### src/psp_pkg.sv
// ----------------------------------------------------------------------------
// psp_pkg: shared types and constants for the format specifier parser
// Character codes, stage and status encodings, and the result bundle.
// ----------------------------------------------------------------------------
package psp_pkg;

  localparam int NUMBER_BITS_DEF = 31;
  localparam int WIDTH_W         = 31;
  localparam int PREC_W          = 32;

  typedef enum logic [2:0] {
    ST_FLAG,
    ST_WIDTH,
    ST_PREC,
    ST_LEN_H,
    ST_LEN_L,
    ST_CONV
  } stage_t;

  localparam logic [1:0] STATUS_OK       = 2'd0;
  localparam logic [1:0] STATUS_EOS      = 2'd1;
  localparam logic [1:0] STATUS_BAD_CONV = 2'd2;

  localparam logic [2:0] LEN_NONE = 3'd0;
  localparam logic [2:0] LEN_H    = 3'd1;
  localparam logic [2:0] LEN_HH   = 3'd2;
  localparam logic [2:0] LEN_L    = 3'd3;
  localparam logic [2:0] LEN_LL   = 3'd4;
  localparam logic [2:0] LEN_BIG_L = 3'd5;

  // Flag bit positions
  localparam int FLAG_ALT   = 0;
  localparam int FLAG_ZPAD  = 1;
  localparam int FLAG_LEFT  = 2;
  localparam int FLAG_BLANK = 3;
  localparam int FLAG_SIGN  = 4;

  localparam logic [7:0] CH_NUL     = 8'h00;
  localparam logic [7:0] CH_HASH    = 8'h23;
  localparam logic [7:0] CH_ZERO    = 8'h30;
  localparam logic [7:0] CH_NINE    = 8'h39;
  localparam logic [7:0] CH_MINUS   = 8'h2D;
  localparam logic [7:0] CH_PLUS    = 8'h2B;
  localparam logic [7:0] CH_SPACE   = 8'h20;
  localparam logic [7:0] CH_DOT     = 8'h2E;
  localparam logic [7:0] CH_LOW_H   = 8'h68;
  localparam logic [7:0] CH_LOW_L   = 8'h6C;
  localparam logic [7:0] CH_UP_L    = 8'h4C;
  localparam logic [7:0] CH_PERCENT = 8'h25;
  localparam logic [7:0] CH_C       = 8'h63;
  localparam logic [7:0] CH_S       = 8'h73;
  localparam logic [7:0] CH_P       = 8'h70;
  localparam logic [7:0] CH_D       = 8'h64;
  localparam logic [7:0] CH_I       = 8'h69;
  localparam logic [7:0] CH_O       = 8'h6F;
  localparam logic [7:0] CH_U       = 8'h75;
  localparam logic [7:0] CH_X_LOW   = 8'h78;
  localparam logic [7:0] CH_X_UP    = 8'h58;
  localparam logic [7:0] CH_F       = 8'h66;

  localparam logic [PREC_W-1:0] PREC_DEFAULT_F = 32'd6;

  typedef struct packed {
    logic [1:0]         status;
    logic               alt_form;
    logic               zero_pad;
    logic               left_align;
    logic               space_sign;
    logic               plus_sign;
    logic [WIDTH_W-1:0] field_width;
    logic [PREC_W-1:0]  precision;
    logic [2:0]         length_kind;
    logic [7:0]         conversion;
  } result_t;

  function automatic logic is_digit(input logic [7:0] c);
    return (c >= CH_ZERO) && (c <= CH_NINE);
  endfunction

  function automatic logic is_int_conv(input logic [7:0] c);
    return (c == CH_D) || (c == CH_I) || (c == CH_O) || (c == CH_U) ||
           (c == CH_X_LOW) || (c == CH_X_UP);
  endfunction

  function automatic logic is_known_conv(input logic [7:0] c);
    return is_int_conv(c) || (c == CH_C) || (c == CH_S) || (c == CH_P) ||
           (c == CH_F) || (c == CH_PERCENT);
  endfunction

endpackage

### src/psp_dec_acc.sv
// ----------------------------------------------------------------------------
// psp_dec_acc: saturating decimal accumulate
// Computes acc * 10 + digit, clamped to the all-ones value of the accumulator.
// ----------------------------------------------------------------------------
module psp_dec_acc #(
  parameter int NUMBER_BITS = 31
) (
  input  logic [NUMBER_BITS-1:0] acc,
  input  logic [7:0]             char_code,
  output logic [NUMBER_BITS-1:0] sum
);
  import psp_pkg::*;

  localparam int SUM_W = NUMBER_BITS + 4;

  logic [3:0]       digit;
  logic [SUM_W-1:0] acc_ext;
  logic [SUM_W-1:0] raw;
  logic [SUM_W-1:0] max_ext;

  assign digit   = 4'(char_code - CH_ZERO);
  assign acc_ext = SUM_W'(acc);
  // times ten as shift-and-add
  assign raw     = (acc_ext << 3) + (acc_ext << 1) + SUM_W'(digit);
  assign max_ext = SUM_W'({NUMBER_BITS{1'b1}});
  assign sum     = (raw > max_ext) ? {NUMBER_BITS{1'b1}} : raw[NUMBER_BITS-1:0];

endmodule

### src/psp_core.sv
// ----------------------------------------------------------------------------
// psp_core: specification state and per-character parse step
// Holds the parse stage and accumulated fields, applies one character per
// advance and builds the result when a specification closes.
// ----------------------------------------------------------------------------
module psp_core #(
  parameter int NUMBER_BITS = 31
) (
  input  logic              clk,
  input  logic              rst,
  input  logic              advance,
  input  logic [7:0]        char_code,
  input  logic              first,
  output logic              emit,
  output psp_pkg::result_t  res
);
  import psp_pkg::*;

  localparam int EXT_W = (NUMBER_BITS > PREC_W) ? NUMBER_BITS : PREC_W;

  stage_t                 stage, stage_next;
  logic [4:0]             flag_bits, flag_bits_next;
  logic [NUMBER_BITS-1:0] width_accum, width_accum_next;
  logic [NUMBER_BITS-1:0] prec_accum, prec_accum_next;
  logic                   prec_present, prec_present_next;
  logic [2:0]             length_code, length_code_next;

  stage_t                 st_cur;
  logic [4:0]             flags_cur;
  logic [NUMBER_BITS-1:0] w_cur, p_cur, w_sum, p_sum;
  logic                   pp_cur;
  logic [2:0]             len_cur;
  logic                   go_width, go_len, go_conv;
  logic [4:0]             res_flags;
  logic [EXT_W-1:0]       w_ext, p_ext;
  logic                   res_pp;

  // A first mark starts from a cleared specification
  assign st_cur    = first ? ST_FLAG : stage;
  assign flags_cur = first ? 5'd0 : flag_bits;
  assign w_cur     = first ? '0 : width_accum;
  assign p_cur     = first ? '0 : prec_accum;
  assign pp_cur    = first ? 1'b0 : prec_present;
  assign len_cur   = first ? LEN_NONE : length_code;

  psp_dec_acc #(.NUMBER_BITS(NUMBER_BITS)) u_width_acc (
    .acc(w_cur), .char_code(char_code), .sum(w_sum)
  );

  psp_dec_acc #(.NUMBER_BITS(NUMBER_BITS)) u_prec_acc (
    .acc(p_cur), .char_code(char_code), .sum(p_sum)
  );

  always_comb begin
    stage_next        = st_cur;
    flag_bits_next    = flags_cur;
    width_accum_next  = w_cur;
    prec_accum_next   = p_cur;
    prec_present_next = pp_cur;
    length_code_next  = len_cur;
    go_width   = 1'b0;
    go_len     = 1'b0;
    go_conv    = 1'b0;
    emit       = 1'b0;
    res_flags  = flags_cur;
    res_pp     = pp_cur;
    res.status = STATUS_OK;
    res.conversion = 8'd0;

    if (char_code == CH_NUL) begin
      emit       = 1'b1;
      res.status = STATUS_EOS;
    end else begin
      case (st_cur)
        ST_FLAG: begin
          if (char_code == CH_HASH)       flag_bits_next[FLAG_ALT]   = 1'b1;
          else if (char_code == CH_ZERO)  flag_bits_next[FLAG_ZPAD]  = 1'b1;
          else if (char_code == CH_MINUS) flag_bits_next[FLAG_LEFT]  = 1'b1;
          else if (char_code == CH_SPACE) flag_bits_next[FLAG_BLANK] = 1'b1;
          else if (char_code == CH_PLUS)  flag_bits_next[FLAG_SIGN]  = 1'b1;
          else                            go_width = 1'b1;
        end
        ST_WIDTH: go_width = 1'b1;
        ST_PREC: begin
          if (is_digit(char_code)) prec_accum_next = p_sum;
          else                     go_len = 1'b1;
        end
        ST_LEN_H: begin
          if (char_code == CH_LOW_H) begin
            length_code_next = LEN_HH;
            stage_next       = ST_CONV;
          end else begin
            go_conv = 1'b1;
          end
        end
        ST_LEN_L: begin
          if (char_code == CH_LOW_L) begin
            length_code_next = LEN_LL;
            stage_next       = ST_CONV;
          end else begin
            go_conv = 1'b1;
          end
        end
        default: go_conv = 1'b1;
      endcase

      // Hand the character on to later stages
      if (go_width) begin
        if (is_digit(char_code)) begin
          width_accum_next = w_sum;
          stage_next       = ST_WIDTH;
        end else if (char_code == CH_DOT) begin
          prec_present_next = 1'b1;
          prec_accum_next   = '0;
          stage_next        = ST_PREC;
        end else begin
          go_len = 1'b1;
        end
      end

      if (go_len) begin
        if (char_code == CH_LOW_H) begin
          length_code_next = LEN_H;
          stage_next       = ST_LEN_H;
        end else if (char_code == CH_LOW_L) begin
          length_code_next = LEN_L;
          stage_next       = ST_LEN_L;
        end else if (char_code == CH_UP_L) begin
          length_code_next = LEN_BIG_L;
          stage_next       = ST_CONV;
        end else begin
          go_conv = 1'b1;
        end
      end

      if (go_conv) begin
        emit = 1'b1;
        if (is_known_conv(char_code)) begin
          res.status     = STATUS_OK;
          res.conversion = char_code;
          if (!pp_cur) begin
            if (char_code == CH_F) res_pp = 1'b1;
          end else if (is_int_conv(char_code)) begin
            res_flags[FLAG_ZPAD] = 1'b0;
          end
        end else begin
          res.status = STATUS_BAD_CONV;
        end
      end
    end

    // Fields reported are those parsed up to this character
    if (go_conv) begin
      // conversion path leaves the parse fields untouched
    end else begin
      res_flags = flag_bits_next;
    end

    res.alt_form   = res_flags[FLAG_ALT];
    res.zero_pad   = res_flags[FLAG_ZPAD];
    res.left_align = res_flags[FLAG_LEFT];
    res.space_sign = res_flags[FLAG_BLANK];
    res.plus_sign  = res_flags[FLAG_SIGN];
    res.length_kind = length_code_next;

    w_ext = EXT_W'(width_accum_next);
    p_ext = EXT_W'(prec_accum_next);
    res.field_width = w_ext[WIDTH_W-1:0];
    if (res_pp && !pp_cur) begin
      res.precision = PREC_DEFAULT_F;
    end else if (res_pp) begin
      res.precision = p_ext[PREC_W-1:0];
    end else begin
      res.precision = '1;
    end

    // A closed specification returns everything to the cleared state
    if (emit) begin
      stage_next        = ST_FLAG;
      flag_bits_next    = 5'd0;
      width_accum_next  = '0;
      prec_accum_next   = '0;
      prec_present_next = 1'b0;
      length_code_next  = LEN_NONE;
    end
  end

  always_ff @(posedge clk) begin
    if (rst) begin
      stage        <= ST_FLAG;
      flag_bits    <= 5'd0;
      width_accum  <= '0;
      prec_accum   <= '0;
      prec_present <= 1'b0;
      length_code  <= LEN_NONE;
    end else if (advance) begin
      stage        <= stage_next;
      flag_bits    <= flag_bits_next;
      width_accum  <= width_accum_next;
      prec_accum   <= prec_accum_next;
      prec_present <= prec_present_next;
      length_code  <= length_code_next;
    end
  end

endmodule

### src/printf_spec_parser_unit.sv
// ----------------------------------------------------------------------------
// printf_spec_parser_unit: format specifier parser
// Parses the characters after a percent sign, one per transaction, and
// returns one result transaction per closed specification.
// ----------------------------------------------------------------------------
//
//   channel | handshake            | payload
//   --------+----------------------+-----------------------------------------
//   input   | in_valid / in_ready  | char_code, first
//   output  | out_valid / out_ready| status, flags, field_width, precision,
//           |                      | length_kind, conversion
//
// Cycles: one character per cycle unless a closing character is held. A
//   character lands in the input register and is parsed there against the
//   spec state; a result is loaded into the output register.
// Reset: synchronous rst clears the parse stage, flags, accumulators and
//   both valid bits; the first character after reset starts a new spec.
// Stalls: the output register alone gates progress; a character that closes
//   a spec waits in the input register while an earlier result is not taken,
//   and characters that produce no result keep flowing meanwhile.
// ----------------------------------------------------------------------------
module printf_spec_parser_unit #(
  parameter int NUMBER_BITS = psp_pkg::NUMBER_BITS_DEF
) (
  input  logic                          clk,
  input  logic                          rst,
  input  logic                          in_valid,
  output logic                          in_ready,
  input  logic [7:0]                    char_code,
  input  logic                          first,
  output logic                          out_valid,
  input  logic                          out_ready,
  output logic [1:0]                    status,
  output logic                          alt_form,
  output logic                          zero_pad,
  output logic                          left_align,
  output logic                          space_sign,
  output logic                          plus_sign,
  output logic [psp_pkg::WIDTH_W-1:0]   field_width,
  output logic signed [psp_pkg::PREC_W-1:0] precision,
  output logic [2:0]                    length_kind,
  output logic [7:0]                    conversion
);
  import psp_pkg::*;

  // Input register
  logic       in_full;
  logic [7:0] char_q;
  logic       first_q;

  // Parse step
  logic       res_emit;
  result_t    res;
  logic       advance;
  logic       out_free;

  // Output register
  result_t    out_q;

  // Hold the character when it closes a spec and the output is occupied
  assign out_free = !out_valid || out_ready;
  assign advance  = in_full && (!res_emit || out_free);
  assign in_ready = !in_full || advance;

  always_ff @(posedge clk) begin
    if (rst) begin
      in_full <= 1'b0;
    end else if (in_valid && in_ready) begin
      in_full <= 1'b1;
    end else if (advance) begin
      in_full <= 1'b0;
    end
  end

  always_ff @(posedge clk) begin
    if (in_valid && in_ready) begin
      char_q  <= char_code;
      first_q <= first;
    end
  end

  psp_core #(.NUMBER_BITS(NUMBER_BITS)) u_core (
    .clk       (clk),
    .rst       (rst),
    .advance   (advance),
    .char_code (char_q),
    .first     (first_q),
    .emit      (res_emit),
    .res       (res)
  );

  // Load a new result, or drop the shown one once taken
  always_ff @(posedge clk) begin
    if (rst) begin
      out_valid <= 1'b0;
    end else if (advance && res_emit) begin
      out_valid <= 1'b1;
    end else if (out_ready) begin
      out_valid <= 1'b0;
    end
  end

  always_ff @(posedge clk) begin
    if (advance && res_emit) begin
      out_q <= res;
    end
  end

  assign status      = out_q.status;
  assign alt_form    = out_q.alt_form;
  assign zero_pad    = out_q.zero_pad;
  assign left_align  = out_q.left_align;
  assign space_sign  = out_q.space_sign;
  assign plus_sign   = out_q.plus_sign;
  assign field_width = out_q.field_width;
  assign precision   = signed'(out_q.precision);
  assign length_kind = out_q.length_kind;
  assign conversion  = out_q.conversion;

  // A character held for a busy output keeps its payload
  a_hold_input: assert property (@(posedge clk) disable iff (rst)
    in_full && !advance |=> in_full && $stable(char_q) && $stable(first_q))
    else $error("held character changed or was lost");

  // A result produced by the parse step is shown next cycle
  a_result_shown: assert property (@(posedge clk) disable iff (rst)
    advance && res_emit |=> out_valid)
    else $error("parsed result did not reach the output register");

  // Rejected or truncated specs carry no conversion character
  a_reject_no_conv: assert property (@(posedge clk) disable iff (rst)
    out_valid && status != STATUS_OK |-> conversion == 8'd0)
    else $error("non-accepted result carries a conversion");

  // Accepted specs always name a conversion, and no unused status appears
  a_accept_conv: assert property (@(posedge clk) disable iff (rst)
    out_valid |-> (status == STATUS_OK && conversion != 8'd0) ||
                  status == STATUS_EOS || status == STATUS_BAD_CONV)
    else $error("bad status or missing conversion");

  // No result is overwritten before it is taken
  a_no_overwrite: assert property (@(posedge clk) disable iff (rst)
    out_valid && !out_ready |-> !(advance && res_emit))
    else $error("result overwritten while stalled");

endmodule

### config.mk
export PLATFORM = sky130hd
export DESIGN_NAME = printf_spec_parser_unit
export DESIGN_NICKNAME = d
export VERILOG_FILES = /design/src/psp_pkg.sv /design/src/psp_dec_acc.sv /design/src/psp_core.sv /design/src/printf_spec_parser_unit.sv
export SDC_FILE = /design/constraint.sdc
export NUM_CORES = 1
export LEC_CHECK = 0
export BUFFER_PORTS_ARGS = -buffer_cell sky130_fd_sc_hd__buf_4
export CORE_AREA = 2 2 150 152
export DETAILED_ROUTE_END_ITERATION = 8
export DIE_AREA = 0 0 152 154
export GPL_ROUTABILITY_DRIVEN = 0
export GPL_TIMING_DRIVEN = 0
export PLACE_DENSITY = 0.76
export SLEW_MARGIN = 20
export SYNTH_ARGS = -nofsm -noshare
export SYNTH_HDL_FRONTEND = slang
export SYNTH_SLANG_ARGS = --single-unit
export TNS_END_PERCENT = 20
### constraint.sdc
create_clock -name clk -period 5.55 [get_ports clk]
set_input_delay 0.2775 -clock clk [delete_from_list [all_inputs] [get_ports clk]]
set_output_delay 0.2775 -clock clk [all_outputs]
set_load 0.03 [all_outputs]
==> results of run 1 <==
## metrics by stage
step	power, mW	TNS (ns)
floorplan	1.45	0
global placement	1.51	-3.12
detailed placement	1.52	-0.137
CTS	2.79	0
global route	2.85	0
finish	2.78	0
## area by class of cell
cell class	instances	area share, %
Multi-Input combinational cell	1003	51.8
Sequential cell	166	31.2
Timing Repair Buffer	99	5.68
Clock buffer	21	3.41
Tap cell	280	2.59
Buffer	65	2.32
Inverter	61	1.72
Clock inverter	11	1.28
## worst paths after layout
| check | cells after the start | slack (ns) | startpoint | end |
|---|---|---|---|---|
| worst max-delay path | 17 | 0.32 | first_q | field_width[14] |
| worst min-delay path | 1 | 0.009 | char_code[0] | char_q[0] |
| worst max register to register | 17 | 0.32 | first_q | field_width[14] |
| worst min register to register | 2 | 0.45 | u_core.width_accum[25] | u_core.width_accum[25] |
## cell usage in the layout (no fill, tap or decap), types with 10 or more instances in the layout
cell and instances:
inv_1 60, nand2b_1 13, dfxtp_1 76, nand3_1 22, clkbuf_16 18, xor2_1 28, o21ai_0 69, nand4_1 17
o31ai_1 17, buf_2 20, nand2_1 121, nor3_1 15, nor2_1 105, o21bai_1 13, xnor2_1 32, a211oi_1 11
nor2b_1 47, and2_1 11, edfxtp_1 90, a31oi_1 10, ha_1 122, a21oi_1 115, a21o_1 64, buf_4 100
a221oi_1 22, a22o_1 25, clkbuf_1 37
## cell families after synthesis
group / Yosys count
mux: 2
simple gates: 382
xor+xnor: 60
compound gates: 433
fa+ha+maj: 125
other cells: 1
buf+inv: 126
flops: 166
## Yosys cell counts (6+ instances only)
cell,number
o22ai_1,7
o21ai_1,6
nand2_1,121
a221oi_1,23
and2_1,11
clkbuf_1,36
a211oi_1,11
buf_2,19
dfxtp_1,76
nand4_1,17
edfxtp_1,90
xor2_1,28
o21ai_0,70
nand3_1,22
a21o_1,64
a22oi_1,6
inv_1,60
o21a_1,8
or3_1,6
nand2b_1,13
ha_1,122
nor3_1,15
a221oi_2,7
nor2_1,106
a21boi_0,6
a21oi_1,115
a22o_1,25
a31oi_1,10
nor2b_1,47
o31ai_1,17
o21bai_1,13
xnor2_1,32
## repair_timing
action / in CTS / in global routing
resized for setup: 1 / 9
hold endpoints to repair: 0 / 0
setup endpoints to repair: 7 / 63
setup buffers: 0 / 2
pin swaps: 0 / 1
## where the power goes
part / total, mW / switching [mW] / internal (mW)
Sequential: 1.32 / 0.00907 / 1.31
Combinational: 0.168 / 0.119 / 0.0496
Clock: 1.29 / 0.507 / 0.781
Total: 2.78 / 0.635 / 2.14
## registers in the layout (all words and copies together), names as in the netlist, 2 cells and up
| signal | cells |
|---|---|
| field_width | 31 |
| char_q | 8 |
| u_core.length_code | 3 |
| status | 2 |
| u_core.width_accum | 31 |
| conversion | 8 |
| precision | 32 |
| length_kind | 3 |
| u_core.stage | 3 |
| u_core.prec_accum | 31 |
| u_core.flag_bits | 5 |
## routing by layer
| layer | vias up | wire length [µm] | share of wire, % |
|---|---|---|---|
| li1 | 5020 | - | - |
| met2 | 389 | 13700 | 46 |
| met4 | 0 | 875 | 2.9 |
| met3 | 64 | 1730 | 5.8 |
| met5 | - | 0 | 0 |
| met1 | 4944 | 13700 | 46 |
==> results.sh, run 1 <==
export IMPL_gr_usage_met3_pct=3.35
export IMPL_start_kind="register"
export IMPL_grt_overflow=0
export IMPL_crit_buf_inv=4
export IMPL_grt_setup_unrepaired="false"
export IMPL_drc=0
export IMPL_synth_xor_area_share_pct=4.48
export IMPL_drv_slew=0
export IMPL_h_tree_depth=4
export IMPL_synth_simple_area_share_pct=15.7
export IMPL_routedWlPerCell_um=17.6
export IMPL_critPathTopFamily="compound AO/OA/AOI/OAI gates"
export IMPL_finalSetupViolCount=0
export IMPL_crit_path_max_fanout=10
export IMPL_yosys_top_cells_area="edfxtp_1, ha_1, dfxtp_1, a21oi_1, a21o_1"
export IMPL_worst_pin_slew_ns=0.821
export IMPL_routed_wl_um=30000
export IMPL_critPathSlowestCell="clkbuf_1"
export IMPL_syn_nets=1433
export IMPL_slew_headroom_pct=44.9
export IMPL_cp_common_cell="buf_2"
export IMPL_io_buffers=95
export IMPL_holdWs_ns=0.00916
export IMPL_cts_max_path_buffers=2
export IMPL_synth_seq_cells=166
export IMPL_min_period_ns=5.23
export IMPL_max_stage_delay_ns=0.55
export IMPL_fin_util_pct=62.4
export IMPL_drtPass1Iterations=5
export IMPL_powerDensity_mw_per_mm2=205
export IMPL_drtIter0Drc=948
export IMPL_clock_sinks=166
export IMPL_status="complete, no violations"
export IMPL_grt_max_degree=30
export IMPL_grt_util_met1_pct=34.7
export IMPL_grt_pass1_vias=9739
export IMPL_area_growth_pct=15.2
export IMPL_arrival_ns=5.42
export IMPL_root_buffer="clkbuf_16"
export IMPL_ys_warn_count=0
export IMPL_cp_data_required_time_ns=5.74
export IMPL_avgSynthCellArea_um2=9.07
export IMPL_cp_end_kind="register"
export IMPL_finalInstanceArea_mm2=0.0135
export IMPL_pre_cts_slack_ns=-0.0950
export IMPL_via_per_inst=6.11
export IMPL_holdBufCountCts=0
export IMPL_finalNonFillerCells=1706
export IMPL_period_share_pct=94.3
export IMPL_multi_input_area_mm2=0.00700
export IMPL_dp_hpwl_um=22600
export IMPL_synth_compound_area_share_pct=25.4
export IMPL_synthFlopType="edfxtp_1"
export IMPL_numCtsBuffers=17
export IMPL_synth_edff_count=90
export IMPL_syn_inst=1295
export IMPL_skew_ns=0.0117
export IMPL_vdd_drop_max_uv=194
export IMPL_grtUsageMet2_pct=40.8
export IMPL_die_width_um=152
export IMPL_seq_area_frac_synth_pct=36.0
export IMPL_final_setup_worst_slack_ns=0.315
export IMPL_p_leak_nw=6.24
export IMPL_grt_busiest_layer="met2"
export IMPL_synthDominantCellAreaShare_pct=23.0
export IMPL_placed_cell_area_mm2=0.0129
export IMPL_critical_path_cell_chain="buf_2 -> clkbuf_1 -> nor2b_1 -> ha_1 -> ha_1 -> a41oi_1 -> o21ai_0 -> a21oi_1 -> a211oi_2 -> nor3_2 -> o21ai_1 -> a2111o_1 -> or3_1 -> buf_2 -> buf_2 -> nor2_1 -> nor2_1"
export IMPL_cts_tree="done"
export IMPL_final_layout_size_suffix_gt1_share_pct=13.7
export IMPL_antenna_found_initial=0
export IMPL_clk_latency_ns=0.44
export IMPL_clkTransAtPathRegs_ns=0.07
export IMPL_yosysTopAreaCell="edfxtp_1"
export IMPL_ys_async_sr_fraction_pct=0
export IMPL_fill_cells=1798
export IMPL_grt_first_pass_wirelength_um=48500
export IMPL_synth_cell_types=77
export IMPL_synth_top_family_by_area="compound AO/OA/AOI/OAI gates"
export IMPL_critPathKind="reg -> reg"
export IMPL_initial_core_util_pct=54.1
export IMPL_track_usage_pct=25.3
export IMPL_dieArea_mm2=0.0234
export IMPL_via_count=10417
export IMPL_yosys_area_share_adder_pct=13.5
export IMPL_ant_nets=0
export IMPL_die_h_um=154
export IMPL_pin_count=96
export IMPL_num_antenna_cells=0
export IMPL_hold_path_class="in -> reg"
export IMPL_synth_area_mm2=0.0117
export IMPL_num_rows=54
export IMPL_regArea_mm2=0.00422
export IMPL_core_mm2=0.0217
export IMPL_nNetsFinal=1551
export IMPL_timing_fmax_mhz=191
export IMPL_hold_violations=0
export IMPL_synthMuxAreaShare_pct=0.277
export IMPL_max_cap_violations=0
export IMPL_dp_cells=1672
(Power assumes the default switching activity.)
==> run 2: changes to the inputs <==
==> constraint.sdc (replaced) <==
create_clock -name clk -period 4.6 [get_ports clk]
set_input_delay 0.23 -clock clk [delete_from_list [all_inputs] [get_ports clk]]
set_output_delay 0.23 -clock clk [all_outputs]
set_load 0.03 [all_outputs]
==> run 2 against run 1 <==
  * Register-to-register slack got worse by 0.30 ns
  * Critical path type unchanged
  * Utilization is 2.2 points higher
  * Highest routed layer unchanged
  * Sequential share of layout area is 1.1 points lower
  * Die area stayed put
  * Routed wire length up 2.6%
  * Total power up 21%
==> results.sh, run 2 (synthesized netlist as in run 1, its figures left out) <==
export IMPL_status="complete, no violations"
export IMPL_numCtsBuffers=17
export IMPL_final_cell_mix="nand2_1, ha_1, buf_4"
export IMPL_crit_buf_inv=4
export IMPL_antenna_found_initial=0
export IMPL_largest_reg_flops=32
export IMPL_grt_first_pass_wirelength_um=49100
export IMPL_critical_path_cell_chain="buf_6 -> clkbuf_4 -> nor2b_2 -> ha_1 -> ha_1 -> a21o_1 -> a21oi_1 -> a21o_1 -> a211oi_2 -> nor3_4 -> o21ai_1 -> a2111o_1 -> or3_1 -> buf_2 -> buf_4 -> nor2_1 -> nor2_1"
export IMPL_hold_violations=0
export IMPL_powerDensity_mw_per_mm2=241
export IMPL_slew_headroom_pct=44.1
export IMPL_critPathTopFamily="compound AO/OA/AOI/OAI gates"
export IMPL_die_width_um=152
export IMPL_final_layout_size_suffix_gt1_share_pct=18.4
export IMPL_multi_input_area_mm2=0.00726
export IMPL_pin_count=96
export IMPL_via_per_inst=6.12
export IMPL_final_common_cell="nand2_1"
export IMPL_initial_core_util_pct=54.1
export IMPL_max_stage_delay_ns=0.44
export IMPL_cp_end_kind="register"
export IMPL_nNetsFinal=1568
export IMPL_die_h_um=154
export IMPL_ant_nets=0
export IMPL_clock_sinks=166
export IMPL_timing_fmax_mhz=218
export IMPL_track_usage_pct=25.5
export IMPL_dp_hpwl_um=22600
export IMPL_io_buffers=95
export IMPL_finalInstanceArea_mm2=0.0140
export IMPL_worst_pin_slew_ns=0.833
export IMPL_p_total_mw=3.38
export IMPL_via_count=10547
export IMPL_fill_cells=1731
export IMPL_clk_latency_ns=0.44
export IMPL_routed_wl_um=30800
export IMPL_skew_ns=0.0113
export IMPL_drtPass1Iterations=5
export IMPL_start_kind="register"
export IMPL_critPathSlowestCell="edfxtp_1"
export IMPL_drv_slew=0
export IMPL_grt_pass1_vias=9848
export IMPL_area_growth_pct=19.2
export IMPL_cp_data_required_time_ns=4.79
export IMPL_cts_tree="done"
export IMPL_min_period_ns=4.59
export IMPL_grt_setup_unrepaired="true"
export IMPL_period_share_pct=99.7
export IMPL_drc=0
export IMPL_placed_cell_area_mm2=0.0129
export IMPL_p_leak_nw=6.39
export IMPL_arrival_ns=4.78
export IMPL_routedWlPerCell_um=17.9
export IMPL_critPathKind="reg -> reg"
export IMPL_core_mm2=0.0217
export IMPL_dieArea_mm2=0.0234
export IMPL_num_rows=54
export IMPL_cts_max_path_buffers=2
export IMPL_regArea_mm2=0.00422
export IMPL_finalSetupViolCount=0
export IMPL_h_tree_depth=4
export IMPL_grt_overflow=0
export IMPL_crit_path_max_fanout=10
export IMPL_root_buffer="clkbuf_16"
export IMPL_hold_path_class="in -> reg"
export IMPL_clkTransAtPathRegs_ns=0.07
export IMPL_vdd_drop_max_uv=252
export IMPL_drtIter0Drc=835
export IMPL_grt_max_degree=30
export IMPL_num_antenna_cells=0
export IMPL_max_cap_violations=0
## run 2: final cells by class
type / instances / share of cell area, %
buffer: 62 / 2.55
multi-input combinational: 1003 / 51.9
tap: 280 / 2.50
clock buffer: 21 / 3.30
sequential: 166 / 30.2
timing repair buffer: 119 / 6.72
inverter: 61 / 1.65
clock inverter: 11 / 1.23
## run 2: routing by layer
metal / vias up / track usage, % / wire, µm
met3: 65 / 3.44 / 1890
li1: 5050 / - / -
met1: 5046 / 34.9 / 13700
met5: - / 0 / 0
met2: 386 / 41.4 / 14300
met4: 0 / 9.75 / 826
## run 2: report_power, final
group | leakage (nW) | internal (mW) | switching, mW | total [mW]
Combinational | 4.70 | 0.0696 | 0.148 | 0.218
Clock | 0.295 | 0.943 | 0.620 | 1.56
Sequential | 1.40 | 1.58 | 0.0110 | 1.60
## run 2: timing repair
item                                    4_1_cts  5_1_grt
hold endpoints to repair                      9        0
gates resized for setup                      52       54
endpoints found under the setup margin      124      112
pin swaps                                     3       11
setup buffers                                 6        7
hold buffers                                  9        0
## run 2: worst paths after layout
check / start / end / slack [ns] / cells after the start
min: in_valid / in_full / 0.05 / 3
max reg2reg: first_q / field_width[18] / 0.01 / 17
max: first_q / field_width[18] / 0.01 / 17
min reg2reg: u_core.width_accum[25] / u_core.width_accum[25] / 0.45 / 2
## run 2: worst min-delay path: cells and delay by family
family / cells / cell delay, ns
compound gates: 1 / 0.10
buf+inv: 2 / 0.11
## run 2: stage by stage
step	setup WS [ns]	util, %	cells	TNS, ns	hold WS (ns)
3_5_place_dp	-1.04	59.3	1672	-67.78	0.410
6_report	0.0141	64.5	1723	0	0.0520
5_1_grt	-0.152	64.5	1723	-2.43	0.0935
3_3_place_gp	-1.02	59.0	1670	-145.59	0.409
2_1_floorplan	0.223	-	1295	0	0.329
4_1_cts	0.00991	63.6	1718	0	0.0517
